### config.mk
export PLATFORM = sky130hd
export DESIGN_NAME = relay_dedupe_filter_fnv1a
export DESIGN_NICKNAME = d
export VERILOG_FILES = /design/src/rtl/rdf_pkg.sv /design/src/rtl/rdf_front.sv /design/src/rtl/rdf_queue.sv /design/src/rtl/rdf_back.sv /design/src/rtl/relay_dedupe_filter_fnv1a.sv
export VERILOG_INCLUDE_DIRS = /design/src /design/src/rtl
export SDC_FILE = /design/constraint.sdc
export NUM_CORES = 1
export LEC_CHECK = 0
export ABC_AREA = 1
export BUFFER_PORTS_ARGS = -buffer_cell sky130_fd_sc_hd__buf_2
export CAP_MARGIN = 0
export CORE_MARGIN = 3
export CORE_UTILIZATION = 46
export DETAILED_ROUTE_END_ITERATION = 8
export PLACE_DENSITY = 0.65
export SYNTH_ARGS = -nofsm -noshare
export SYNTH_HDL_FRONTEND = slang
export SYNTH_SLANG_ARGS = --single-unit
export TNS_END_PERCENT = 100
### constraint.sdc
create_clock -name clk -period 5.4 [get_ports clk]
set_input_delay 0.27 -clock clk [delete_from_list [all_inputs] [get_ports clk]]
set_output_delay 0.27 -clock clk [all_outputs]
set_load 0.01 [all_outputs]
### src/rtl/relay_dedupe_filter_fnv1a_assert.svh
// Assertion macros shared by the duplicate filter modules.
// Each macro samples on the rising clock edge and is quiet while reset is asserted.
`ifndef RELAY_DEDUPE_FILTER_FNV1A_ASSERT_SVH
`define RELAY_DEDUPE_FILTER_FNV1A_ASSERT_SVH

// Same-cycle implication: when ante holds, cons must hold in that cycle.
`define RDF_ASSERT_IMPLIES(lbl, clk, rst_n, ante, cons) \
	lbl: assert property (@(posedge clk) disable iff (!rst_n) (ante) |-> (cons)) \
		else $error("relay dedupe filter: same-cycle check failed");

// Next-cycle implication: when ante holds, cons must hold in the next cycle.
`define RDF_ASSERT_NEXT(lbl, clk, rst_n, ante, cons) \
	lbl: assert property (@(posedge clk) disable iff (!rst_n) (ante) |=> (cons)) \
		else $error("relay dedupe filter: next-cycle check failed");

`endif

### src/rtl/rdf_pkg.sv
`default_nettype none

package rdf_pkg;

	localparam int unsigned CACHE_DEPTH = 16;
	localparam int unsigned CACHE_IDX_W = (CACHE_DEPTH > 1) ? $clog2(CACHE_DEPTH) : 1;
	localparam int unsigned QUEUE_DEPTH = 4;
	localparam int unsigned QUEUE_IDX_W = $clog2(QUEUE_DEPTH);
	localparam int unsigned QUEUE_CNT_W = $clog2(QUEUE_DEPTH + 1);

	localparam logic [31:0] FNV_BASIS = 32'd2166136261;

	localparam logic [7:0] MAX_HOPS_RESET = 8'd3;

	localparam logic OP_KEY    = 1'b0;
	localparam logic OP_COMMIT = 1'b1;

	localparam logic [1:0] VERDICT_RELAY = 2'd0;
	localparam logic [1:0] VERDICT_OWN   = 2'd1;
	localparam logic [1:0] VERDICT_DUP   = 2'd2;
	localparam logic [1:0] VERDICT_HOPS  = 2'd3;

	// One entry of the queue between the front and the back.
	typedef struct packed {
		logic        is_commit;
		logic [31:0] hash;
		logic [7:0]  hop_count;
		logic        from_self;
	} rdf_entry_t;

	// One FNV-1a round: xor the byte in, then multiply by the prime 0x01000193.
	// The constant multiply is written as a sum of shifted copies.
	function automatic logic [31:0] fnv1a_step(input logic [31:0] hash, input logic [7:0] data);
		logic [31:0] x;
		begin
			x = hash ^ {24'd0, data};
			return (x << 24) + (x << 8) + (x << 7) + (x << 4) + (x << 1) + x;
		end
	endfunction

endpackage

`default_nettype wire

### src/rtl/rdf_front.sv
`default_nettype none

// Front part: takes input transactions, folds key bytes into the running hash
// and hands completed keys and commits to the queue.
module rdf_front (
	input  wire logic               clk,
	input  wire logic               arst_n,
	input  wire logic               in_valid,
	output logic                    in_ready,
	input  wire logic               op,
	input  wire logic [7:0]         key_byte,
	input  wire logic               key_last,
	input  wire logic [7:0]         hop_count,
	input  wire logic               from_self,
	input  wire logic               q_full,
	output logic                    q_push,
	output rdf_pkg::rdf_entry_t     q_push_data
);

	logic [31:0] running_hash_q;
	logic [31:0] next_hash;
	logic        accept;

	assign in_ready  = !q_full;
	assign accept    = in_valid && in_ready;
	assign next_hash = rdf_pkg::fnv1a_step(running_hash_q, key_byte);

	// Only commits and final key bytes produce work for the back part.
	assign q_push = accept && ((op == rdf_pkg::OP_COMMIT) || key_last);

	always_comb begin
		q_push_data.is_commit = (op == rdf_pkg::OP_COMMIT);
		q_push_data.hash      = next_hash;
		q_push_data.hop_count = hop_count;
		q_push_data.from_self = from_self;
	end

	always_ff @(posedge clk or negedge arst_n) begin
		if (!arst_n) begin
			running_hash_q <= rdf_pkg::FNV_BASIS;
		end else if (accept && (op == rdf_pkg::OP_KEY)) begin
			if (key_last) begin
				running_hash_q <= rdf_pkg::FNV_BASIS;
			end else begin
				running_hash_q <= next_hash;
			end
		end
	end

endmodule

`default_nettype wire

### src/rtl/rdf_queue.sv
`default_nettype none

`include "relay_dedupe_filter_fnv1a_assert.svh"

// Short in-order queue that decouples the front from the back.
module rdf_queue (
	input  wire logic                 clk,
	input  wire logic                 arst_n,
	input  wire logic                 push,
	input  wire rdf_pkg::rdf_entry_t  push_data,
	output logic                      full,
	input  wire logic                 pop,
	output rdf_pkg::rdf_entry_t       pop_data,
	output logic                      empty
);

	rdf_pkg::rdf_entry_t                 slots_q [rdf_pkg::QUEUE_DEPTH];
	logic [rdf_pkg::QUEUE_IDX_W-1:0]     wr_ptr_q;
	logic [rdf_pkg::QUEUE_IDX_W-1:0]     rd_ptr_q;
	logic [rdf_pkg::QUEUE_CNT_W-1:0]     count_q;

	localparam logic [rdf_pkg::QUEUE_IDX_W-1:0] LAST_IDX =
		rdf_pkg::QUEUE_IDX_W'(rdf_pkg::QUEUE_DEPTH - 1);
	localparam logic [rdf_pkg::QUEUE_CNT_W-1:0] FULL_CNT =
		rdf_pkg::QUEUE_CNT_W'(rdf_pkg::QUEUE_DEPTH);

	assign full     = (count_q == FULL_CNT);
	assign empty    = (count_q == '0);
	assign pop_data = slots_q[rd_ptr_q];

	always_ff @(posedge clk) begin
		if (push) begin
			slots_q[wr_ptr_q] <= push_data;
		end
	end

	always_ff @(posedge clk or negedge arst_n) begin
		if (!arst_n) begin
			wr_ptr_q <= '0;
			rd_ptr_q <= '0;
			count_q  <= '0;
		end else begin
			if (push) begin
				wr_ptr_q <= (wr_ptr_q == LAST_IDX) ? '0 : wr_ptr_q + 1'b1;
			end
			if (pop) begin
				rd_ptr_q <= (rd_ptr_q == LAST_IDX) ? '0 : rd_ptr_q + 1'b1;
			end
			if (push && !pop) begin
				count_q <= count_q + 1'b1;
			end else if (pop && !push) begin
				count_q <= count_q - 1'b1;
			end
		end
	end

	`RDF_ASSERT_IMPLIES(a_no_push_when_full, clk, arst_n, push, !full)
	`RDF_ASSERT_IMPLIES(a_no_pop_when_empty, clk, arst_n, pop, !empty)
	`RDF_ASSERT_IMPLIES(a_count_in_range, clk, arst_n, 1'b1, count_q <= FULL_CNT)

endmodule

`default_nettype wire

### src/rtl/rdf_back.sv
`default_nettype none

`include "relay_dedupe_filter_fnv1a_assert.svh"

// Back part: holds the ring of recent hashes, carries out commits and gives
// verdicts into the output register.
module rdf_back (
	input  wire logic                clk,
	input  wire logic                arst_n,
	input  wire logic                cfg_we,
	input  wire logic [7:0]          cfg_wdata,
	input  wire logic                q_empty,
	input  wire rdf_pkg::rdf_entry_t q_data,
	output logic                     q_pop,
	output logic                     out_valid,
	input  wire logic                out_ready,
	output logic [1:0]               verdict,
	output logic [7:0]               new_hops,
	output logic [31:0]              key_hash
);

	localparam logic [rdf_pkg::CACHE_IDX_W-1:0] LAST_SLOT =
		rdf_pkg::CACHE_IDX_W'(rdf_pkg::CACHE_DEPTH - 1);

	logic [31:0]                     ring_q [rdf_pkg::CACHE_DEPTH];
	logic [rdf_pkg::CACHE_IDX_W-1:0] wr_ptr_q;
	logic [31:0]                     held_hash_q;
	logic [7:0]                      max_hops_q;
	logic                            out_valid_q;
	logic [1:0]                      verdict_q;
	logic [7:0]                      new_hops_q;
	logic [31:0]                     key_hash_q;

	logic        hit;
	logic        commit_pop;
	logic        verdict_pop;
	logic [1:0]  verdict_d;
	logic [7:0]  new_hops_d;

	// A commit needs no output slot, so it leaves the queue whenever present.
	assign q_pop       = !q_empty && (q_data.is_commit || !out_valid_q || out_ready);
	assign commit_pop  = q_pop && q_data.is_commit;
	assign verdict_pop = q_pop && !q_data.is_commit;

	always_comb begin
		hit = 1'b0;
		for (int i = 0; i < rdf_pkg::CACHE_DEPTH; i++) begin
			if (ring_q[i] == q_data.hash) begin
				hit = 1'b1;
			end
		end
	end

	always_comb begin
		new_hops_d = 8'd0;
		if (q_data.from_self) begin
			verdict_d = rdf_pkg::VERDICT_OWN;
		end else if (hit) begin
			verdict_d = rdf_pkg::VERDICT_DUP;
		end else if (q_data.hop_count >= max_hops_q) begin
			verdict_d = rdf_pkg::VERDICT_HOPS;
		end else begin
			verdict_d  = rdf_pkg::VERDICT_RELAY;
			new_hops_d = q_data.hop_count + 8'd1;
		end
	end

	always_ff @(posedge clk or negedge arst_n) begin
		if (!arst_n) begin
			for (int i = 0; i < rdf_pkg::CACHE_DEPTH; i++) begin
				ring_q[i] <= '0;
			end
			wr_ptr_q    <= '0;
			held_hash_q <= '0;
			max_hops_q  <= rdf_pkg::MAX_HOPS_RESET;
			out_valid_q <= 1'b0;
		end else begin
			if (cfg_we) begin
				max_hops_q <= cfg_wdata;
			end
			if (commit_pop) begin
				ring_q[wr_ptr_q] <= held_hash_q;
				wr_ptr_q <= (wr_ptr_q == LAST_SLOT) ? '0 : wr_ptr_q + 1'b1;
			end
			if (verdict_pop) begin
				held_hash_q <= q_data.hash;
				out_valid_q <= 1'b1;
			end else if (out_ready) begin
				out_valid_q <= 1'b0;
			end
		end
	end

	always_ff @(posedge clk) begin
		if (verdict_pop) begin
			verdict_q  <= verdict_d;
			new_hops_q <= new_hops_d;
			key_hash_q <= q_data.hash;
		end
	end

	assign out_valid = out_valid_q;
	assign verdict   = verdict_q;
	assign new_hops  = new_hops_q;
	assign key_hash  = key_hash_q;

	`RDF_ASSERT_IMPLIES(a_relay_hops_nonzero, clk, arst_n,
		out_valid_q && (verdict_q == rdf_pkg::VERDICT_RELAY), new_hops_q != 8'd0)
	`RDF_ASSERT_NEXT(a_ptr_moves_on_commit_only, clk, arst_n, !commit_pop, $stable(wr_ptr_q))
	`RDF_ASSERT_IMPLIES(a_no_overwrite_pending, clk, arst_n,
		out_valid_q && !out_ready, !verdict_pop)

endmodule

`default_nettype wire

### src/rtl/relay_dedupe_filter_fnv1a.sv
// Relay duplicate filter with a 32-bit FNV-1a key hash.
// Input channel (in_valid/in_ready): each transaction is either a key byte
// (op = 0) or a commit (op = 1). Key bytes fold into the running hash; the
// byte with key_last set also carries hop_count and from_self and yields one
// output transaction. A commit writes the last completed hash into the ring
// of recent hashes and yields no output.
// Output channel (out_valid/out_ready): verdict, new_hops and key_hash.
// Configuration: cfg_we writes cfg_wdata into max_hops in the same edge.
// The final key byte is written into the queue when it is taken; out_valid
// rises when the back pops it from there into the output register.
// Throughput: one input transaction per cycle, set by the combinational FNV
// round in the front and the one-entry-per-cycle queue drain in the back.
// When the receiver stalls, the result waits in the output register, the
// four-entry queue keeps absorbing work, and in_ready drops only once the
// queue is full. A commit at the head of the queue still drains during a
// stall; one queued behind a waiting verdict waits with it.
// Reset: max_hops returns to 3, the running hash to the offset basis, and the
// held hash, ring entries and write pointer to zero, all at once, so the
// block takes transactions as soon as reset is released.
`default_nettype none

module relay_dedupe_filter_fnv1a (
	input  wire logic        clk,
	input  wire logic        arst_n,
	input  wire logic        cfg_we,
	input  wire logic [7:0]  cfg_wdata,
	input  wire logic        in_valid,
	output logic             in_ready,
	input  wire logic        op,
	input  wire logic [7:0]  key_byte,
	input  wire logic        key_last,
	input  wire logic [7:0]  hop_count,
	input  wire logic        from_self,
	output logic             out_valid,
	input  wire logic        out_ready,
	output logic [1:0]       verdict,
	output logic [7:0]       new_hops,
	output logic [31:0]      key_hash
);

	// Queue handshake between the front and the back parts.
	logic                 q_push;
	logic                 q_full;
	logic                 q_pop;
	logic                 q_empty;
	rdf_pkg::rdf_entry_t  q_push_data;
	rdf_pkg::rdf_entry_t  q_pop_data;

	// The front hashes key bytes and classifies each transaction.
	rdf_front u_front (
		.clk         (clk),
		.arst_n      (arst_n),
		.in_valid    (in_valid),
		.in_ready    (in_ready),
		.op          (op),
		.key_byte    (key_byte),
		.key_last    (key_last),
		.hop_count   (hop_count),
		.from_self   (from_self),
		.q_full      (q_full),
		.q_push      (q_push),
		.q_push_data (q_push_data)
	);

	// Completed keys and commits keep their order through the queue, so each
	// verdict sees exactly the commits that came before it.
	rdf_queue u_queue (
		.clk       (clk),
		.arst_n    (arst_n),
		.push      (q_push),
		.push_data (q_push_data),
		.full      (q_full),
		.pop       (q_pop),
		.pop_data  (q_pop_data),
		.empty     (q_empty)
	);

	// The back looks the hash up in the ring and registers the verdict.
	rdf_back u_back (
		.clk       (clk),
		.arst_n    (arst_n),
		.cfg_we    (cfg_we),
		.cfg_wdata (cfg_wdata),
		.q_empty   (q_empty),
		.q_data    (q_pop_data),
		.q_pop     (q_pop),
		.out_valid (out_valid),
		.out_ready (out_ready),
		.verdict   (verdict),
		.new_hops  (new_hops),
		.key_hash  (key_hash)
	);

endmodule

`default_nettype wire

---- After elaboration in Yosys (flattened, before gate mapping) ----
Memories as Yosys holds them, arrays and structs flattened.
Index checks and enable logic that the tools add are counted.
operators by class
  $add $sub $neg .......................... 11
  order comparisons ....................... 3
  eq/ne operators ......................... 20
  multiplexer cells ....................... 31
  bitwise gates (word level) .............. 3
  reduce and logical (&&, ||, !) cells .... 22
operator list
  kind                                                                  number
  512-bit bitwise mux                                                   1
  32-bit equality test                                                  16
  32-bit adder                                                          5
  32-bit demux with 4-bit select                                        1
  32-bit two-way mux                                                    2
  32-bit by 8-bit XOR with 32-bit output                                1
  1-bit two-way mux                                                     20
  1-bit logical AND                                                     9
  8-bit by 1-bit adder with 8-bit output, second input constant         1
  8-bit greater-or-equal comparator                                     1
  2-bit two-way mux                                                     4
  1-bit zero test                                                       6
  3-bit two-way mux                                                     2
  5-bit greater-or-equal comparator, second input constant              1
  5-bit by 1-bit < comparator with 1-bit output, second input constant  1
  4-bit NOT with 5-bit output                                           1
  2-bit by 1-bit adder with 2-bit output, second input constant         2
  4-bit by 1-bit adder with 4-bit output, second input constant         1
  2-bit equality test, second input constant                            2
  4-bit equality test, second input constant                            1
  4-bit two-way mux                                                     1
  2-bit nonzero test                                                    2
  3-bit by 1-bit adder with 3-bit output, second input constant         1
  3-bit equality test, second input constant                            1
  5 further kinds                                                       7
storage, ports and cells
  flip-flop bits (word level) ............. 638
  bits in writable memories ............... 168
  bits of input ports ..................... 32
  memories kept ........................... 1
memory list
  name             words  bits a word  read ports  clocked after Yosys merged registers in  write ports  RTL line         text
  u_queue.slots_q  4      42           1           0                                        1            rdf_queue.sv:17  rdf_pkg::rdf_entry_t slots_q [rdf_pkg::QUEUE_DEPTH];

---- Logic depth before layout (Yosys ltp) ----
An unclocked memory read counts as a cell.
  word-level depth ........................ 19
  gate-level depth with buffers ........... 21
  depth with buffers taken out ............ 20

---- Modules after synthesis ----
A second synthesis with hierarchy kept.
second synthesis, totals
  cell total of the unflattened synthesis .. 4658
  area total of the unflattened synthesis .. 42370.6 µm²
by module, submodules not included
  module     instances  cells each  area an instance (µm²)  seq. area each (µm²)
  rdf_back   1          3326        29271.8                 15202.1
  rdf_queue  1          542         7134.3                  5220.0
  rdf_front  1          790         5964.5                  818.3

---- Worst setup path before layout ----
No wires, ideal clock.
  path type ............................... register to register
  start ................................... register u_front.running_hash_q[4]
  end ..................................... register u_front.running_hash_q[23]
  setup time .............................. 0.083 ns
  arrival time ............................ 4.106 ns
  slack ................................... 1.211 ns
  stages on the path, launching flop included .. 19
  clock period less this slack ............ 4.189 ns
  cells stage by stage .................... dfrtp_1 xnor2_1 inv_1 fa_1 inv_1 fa_1 inv_1 fa_1 ha_1 nand2_1 inv_1 a21oi_1 o21ai_0 a21oi_1 o21a_1 o21bai_1 xor2_1 nand2_1 o21ai_0
RTL lines
  item                    RTL line         text
  start, declared         rdf_front.sv:20  logic [31:0] running_hash_q;
  start signal, assigned  rdf_front.sv:40  running_hash_q <= rdf_pkg::FNV_BASIS;
  start signal, assigned  rdf_front.sv:43  running_hash_q <= rdf_pkg::FNV_BASIS;
  start signal, assigned  rdf_front.sv:45  running_hash_q <= next_hash;

==> qor_table.md <==
| Group | Result | Value |
|:---|:---|:---|
| logic synthesis | Average cell area after synthesis | 8.05 µm² |
| logic synthesis | Mapped Area | 44100 µm² |
| critical path | Count of buffering cells on the critical path with inverters included | 4 |
| hold path | Terminating pin of the worst hold path | u_back.max_hops_q[0]$_DFFE_PN1P_ |
| critical path | Slowest cell on crit path | fa_1 |
| logic synthesis | Portion of synthesized cell area occupied by the leading cell type | 0.329 |
| outcome | Outcome | complete, no violations |
| timing | Final-report setup violation count | 0 |
| global routing | First-pass GRT wire length | 194000 µm |
| logic synthesis | Library cell with the largest summed area after synthesis | dfrtp_1 |
| clock network | CTS buffer count | 92 |
| critical path | Critical path fanouts, max | 5 |
| route | 1st-pass router iterations | 6 |
| critical path | Endpoint kind of the worst setup timing path | flop |
| timing | Slew at the pin closest to its max-slew limit | 1070 ps |
| hold path | Instance count along the most critical hold path | 2 |
| place | RD Place Congestion | 0.913 |
| timing | Final Hold Vio Count | 0 |
| route | DRT Wirelength | 125000 µm |
| clock network | Total number of H-tree levels | 3 |
| floorplan | Cell Rows | 112 |
| clock network | Clock transition at the register clock pins on the worst setup and hold paths after CTS | 60 ps |
| timing | Max-slew violation total from the final report | 0 |
| logic synthesis | Top flip-flop cell by instance count after synthesis | dfrtp_1 |
| critical path | Startpoint type of the worst setup path | flop |
| global routing | Number of global-route vias before repair | 33000 |
| floorplan | Effective utilization at floorplan | 0.468 |
| floorplan | Die Outline Area | 99500 µm² |
| critical path | CP peak stage delay | 580 ps |
| clock network | Number of sinks driven by the clock tree | 806 |
| global routing | Maximum number of pins on one net before global-route repair | 168 |
| timing | Worst slew margin relative to its limit | 0.283 |
| critical path | Critical path class | flop to flop |
| logic synthesis | Distinct cells, synth | 54 |
| floorplan | Core ar. | 94200 µm² |
| floorplan | Die X | 315 µm |
| global routing | Initial antenna violation count | 2 |
| global routing | Global route total overflow | 0 |
| clock network | Root buffer selected by CTS | clkbuf_16 |
| logic synthesis | YS warnings | 0 |
| finish | Area delta synth->final | 10.5% |
| finish | Number of non-filler instances in the completed layout | 6822 |
| finish | Area taken by multi-input logic gates | 18900 µm² |
| place | Placed Cells incl. Taps | 6613 |
| place | Sum of net half-perimeters after detailed placement | 82600 µm |
| finish | Number of fillers in the final layout | 8891 |
| logic synthesis | Total nets after synthesis | 5660 |
| timing | Setup TNS after final layout | 0 ps |
| timing | Ratio of final minimum period to clock period | 0.910 |
| job | Maxcap violations | 0 |
| route | Vias after detailed routing | 35200 |
| floorplan | # IOs | 76 |
| route | Drt initial violations | 3692 |
| hold path | Startpoint of the most critical hold path | cfg_we |
| logic synthesis | Asr flop ratio synth | 0.739 |
| hold path | Path type of the worst min-delay path | input pin to flop |
| finish | Number of nets in the final layout | 5677 |
| logic synthesis | Leading cell type by number of instances after synthesis | nand2_1 |
| logic synthesis | Proportion of synthesized chip area in sequential cells | 0.482 |
| timing | Time the worst path needs with I/O delays and setup | 4920 ps |
| critical path | R2r startpoint | u_front.running_hash_q[3]$_DFFE_PN0P_ |
| clock network | TritonCTS clock tree | done |
| finish | Fraction of layout instances using a drive strength above 1 | 0.0771 |
| critical path | Worst path most repeated cell | inv_1 |
| clock network | Post-CTS setup buffer count | 0 |
| floorplan | Vertical die dimension | 315 µm |
| route | DRC violations left | 0 |
| critical path | Category of cells accounting for the largest share of critical-path delay | adder cells |
| route | Routed length per instance | 18.3 µm |
| logic synthesis | Dominant cells by area after synthesis | dfrtp_1 (33%), nand2_1 (17%), edfxtp_1 (14%) |
| clock network | Clock latency reported for the late side of the worst-skew pair | 660 ps |
| logic synthesis | Synthesized instance count | 5470 |
| timing | Worst clock skew | 30.6 ps |
| critical path | Worst Reg-to-Reg Cells | 18 |
| critical path | Data arrival time of the worst path | 5460 ps |
| logic synthesis | Number of synthesized flops with an enable pin | 210 |
| critical path | Ordered cell list for the critical path | xnor2_1 -> inv_1 -> fa_1 -> inv_1 -> fa_1 -> inv_1 -> fa_1 -> ha_1 -> a21oi_1 -> inv_1 -> a21oi_1 -> o21ai_0 -> a21oi_1 -> o21a_1 -> o21bai_1 -> xor2_1 -> nand2_1 -> o21ai_0 |
| route | Final antenna-violating net count | 0 |
| logic synthesis | Commonest cells post-synth | nand2_1 (1938), inv_1 (711), dfrtp_1 (580) |
| finish | Area taken by flip-flops and latches | 21200 µm² |
| global routing | Tot GR Track Use | 0.253 |
| clock network | Max clock buf depth | 3 |
| logic synthesis | #FFs+latches synth | 806 |
| critical path | Flop-to-flop setup slack | 480 ps |
| place | Total of buffers placed on input and output ports | 75 |
| critical path | Worst reg2reg path endpoint | u_front.running_hash_q[23]$_DFFE_PN0P_ |
| timing | Setup repair after global routing missed its margin | false |
| critical path | Required time reported for the critical path endpoint | 5950 ps |
| timing | Peak Freq | 203 MHz |
| clock network | Number of resized instances in the post-cts repair step | 0 |
| route | Via-to-Cell Ratio | 5.17 |
[flip-flops by register name, indices dropped and copies added (netlist names)]
register and flops:
u_back.out_valid 1, u_back.held_hash_q 32, u_back.ring_q 512, u_back.key_hash 32, u_queue.slots_q 168, u_queue.wr_ptr_q 2, u_back.wr_ptr_q 4, u_back.new_hops 8
u_back.verdict 2, u_front.running_hash_q 32, u_back.max_hops_q 8, u_queue.rd_ptr_q 2, u_queue.count_q 3
[routing by layer]
metal	global-route usage	vias up	wire length, µm
met2	0.387	977	55400
li1	-	17300	-
met3	0.0355	205	7960
met5	0	-	0
met1	0.363	16800	56500
met4	0.102	0	4960
[final cells by class]
cell class | count | area share
sequential | 806 | 0.436
multi-input combinational | 3693 | 0.388
inverter | 731 | 0.0564
clock buffer | 132 | 0.0545
tap | 1254 | 0.0322
timing repair buffer | 163 | 0.0240
clock inverter | 41 | 0.00861
antenna | 2 | 0.000103
[worst register-to-register path: cells and delay by family (launching register included)]
family,cells,cell delay [ps]
compound gates,7,1210
xor+xnor,2,840
fa+ha+maj,4,1840
buf+inv,4,440
flops,1,390
simple gates,1,80
[layout by cell type (no fill, tap or decap), drive strengths merged, types with 4 or more instances in the layout]
master	synthesis	layout
a22o	9	9
nor3	6	6
a32oi	4	4
nand2	1971	1971
buf	88	129
xnor2	26	26
dfstp	16	16
or2	14	14
nand3	469	469
fa	82	82
bufinv	0	7
nand4	10	10
o21ai	587	587
dlygate4sd3	0	34
xor2	76	76
dfrtp	580	580
inv	729	736
a21oi	46	46
ha	76	76
o21bai	4	4
clkinv	2	27
nor4	4	4
clkbuf	152	132
nand3b	51	51
nor2	222	222
o22ai	13	13
edfxtp	210	210
[worst max-delay path by stage]
stage                                          startpoint                                      to  slack [ps]  depth (start not counted)
global placement                              key_byte[0]  u_front.running_hash_q[23]$_DFFE_PN0P_         570                         15
detailed placement                            key_byte[0]  u_front.running_hash_q[23]$_DFFE_PN0P_         430                         15
finish              u_front.running_hash_q[3]$_DFFE_PN0P_  u_front.running_hash_q[23]$_DFFE_PN0P_         480                         18
global route        u_front.running_hash_q[3]$_DFFE_PN0P_  u_front.running_hash_q[23]$_DFFE_PN0P_         160                         18
floorplan           u_front.running_hash_q[4]$_DFFE_PN0P_  u_front.running_hash_q[23]$_DFFE_PN0P_        1210                         18
CTS                 u_front.running_hash_q[0]$_DFFE_PN1P_  u_front.running_hash_q[23]$_DFFE_PN0P_         460                         14
[metrics by stage]
step | utilization | area, µm² | hold WS (ps) | worst slack [ps]
6_report | 0.517 | 48700 | 80.8 | 485
5_1_grt | 0.517 | 48700 | 65.2 | 159
4_1_cts | 0.517 | 48700 | 10.7 | 464
3_5_place_dp | 0.481 | 45300 | 360 | 428
3_3_place_gp | 0.481 | 45300 | 373 | 569
2_1_floorplan | - | 44100 | -25.6 | 1210
[kinds of logic after synthesis]
| group | after synthesis | share of synthesized area |
|---|---|---|
| mux | 2 | 0.000511 |
| xor+xnor | 102 | 0.0203 |
| flops | 806 | 0.482 |
| compound gates | 684 | 0.0810 |
| buf+inv | 971 | 0.0903 |
| simple gates | 2747 | 0.267 |
| fa+ha+maj | 158 | 0.0588 |
[what timing repair did]
| action | CTS | global route |
|---|---|---|
| endpoints found under the hold margin | 133 | 0 |
| hold buffers | 34 | 0 |
| setup endpoints to repair | 0 | 0 |
Power is not shown: default switching activity piles up to over one toggle a cycle in this logic, so the estimate is an artifact.
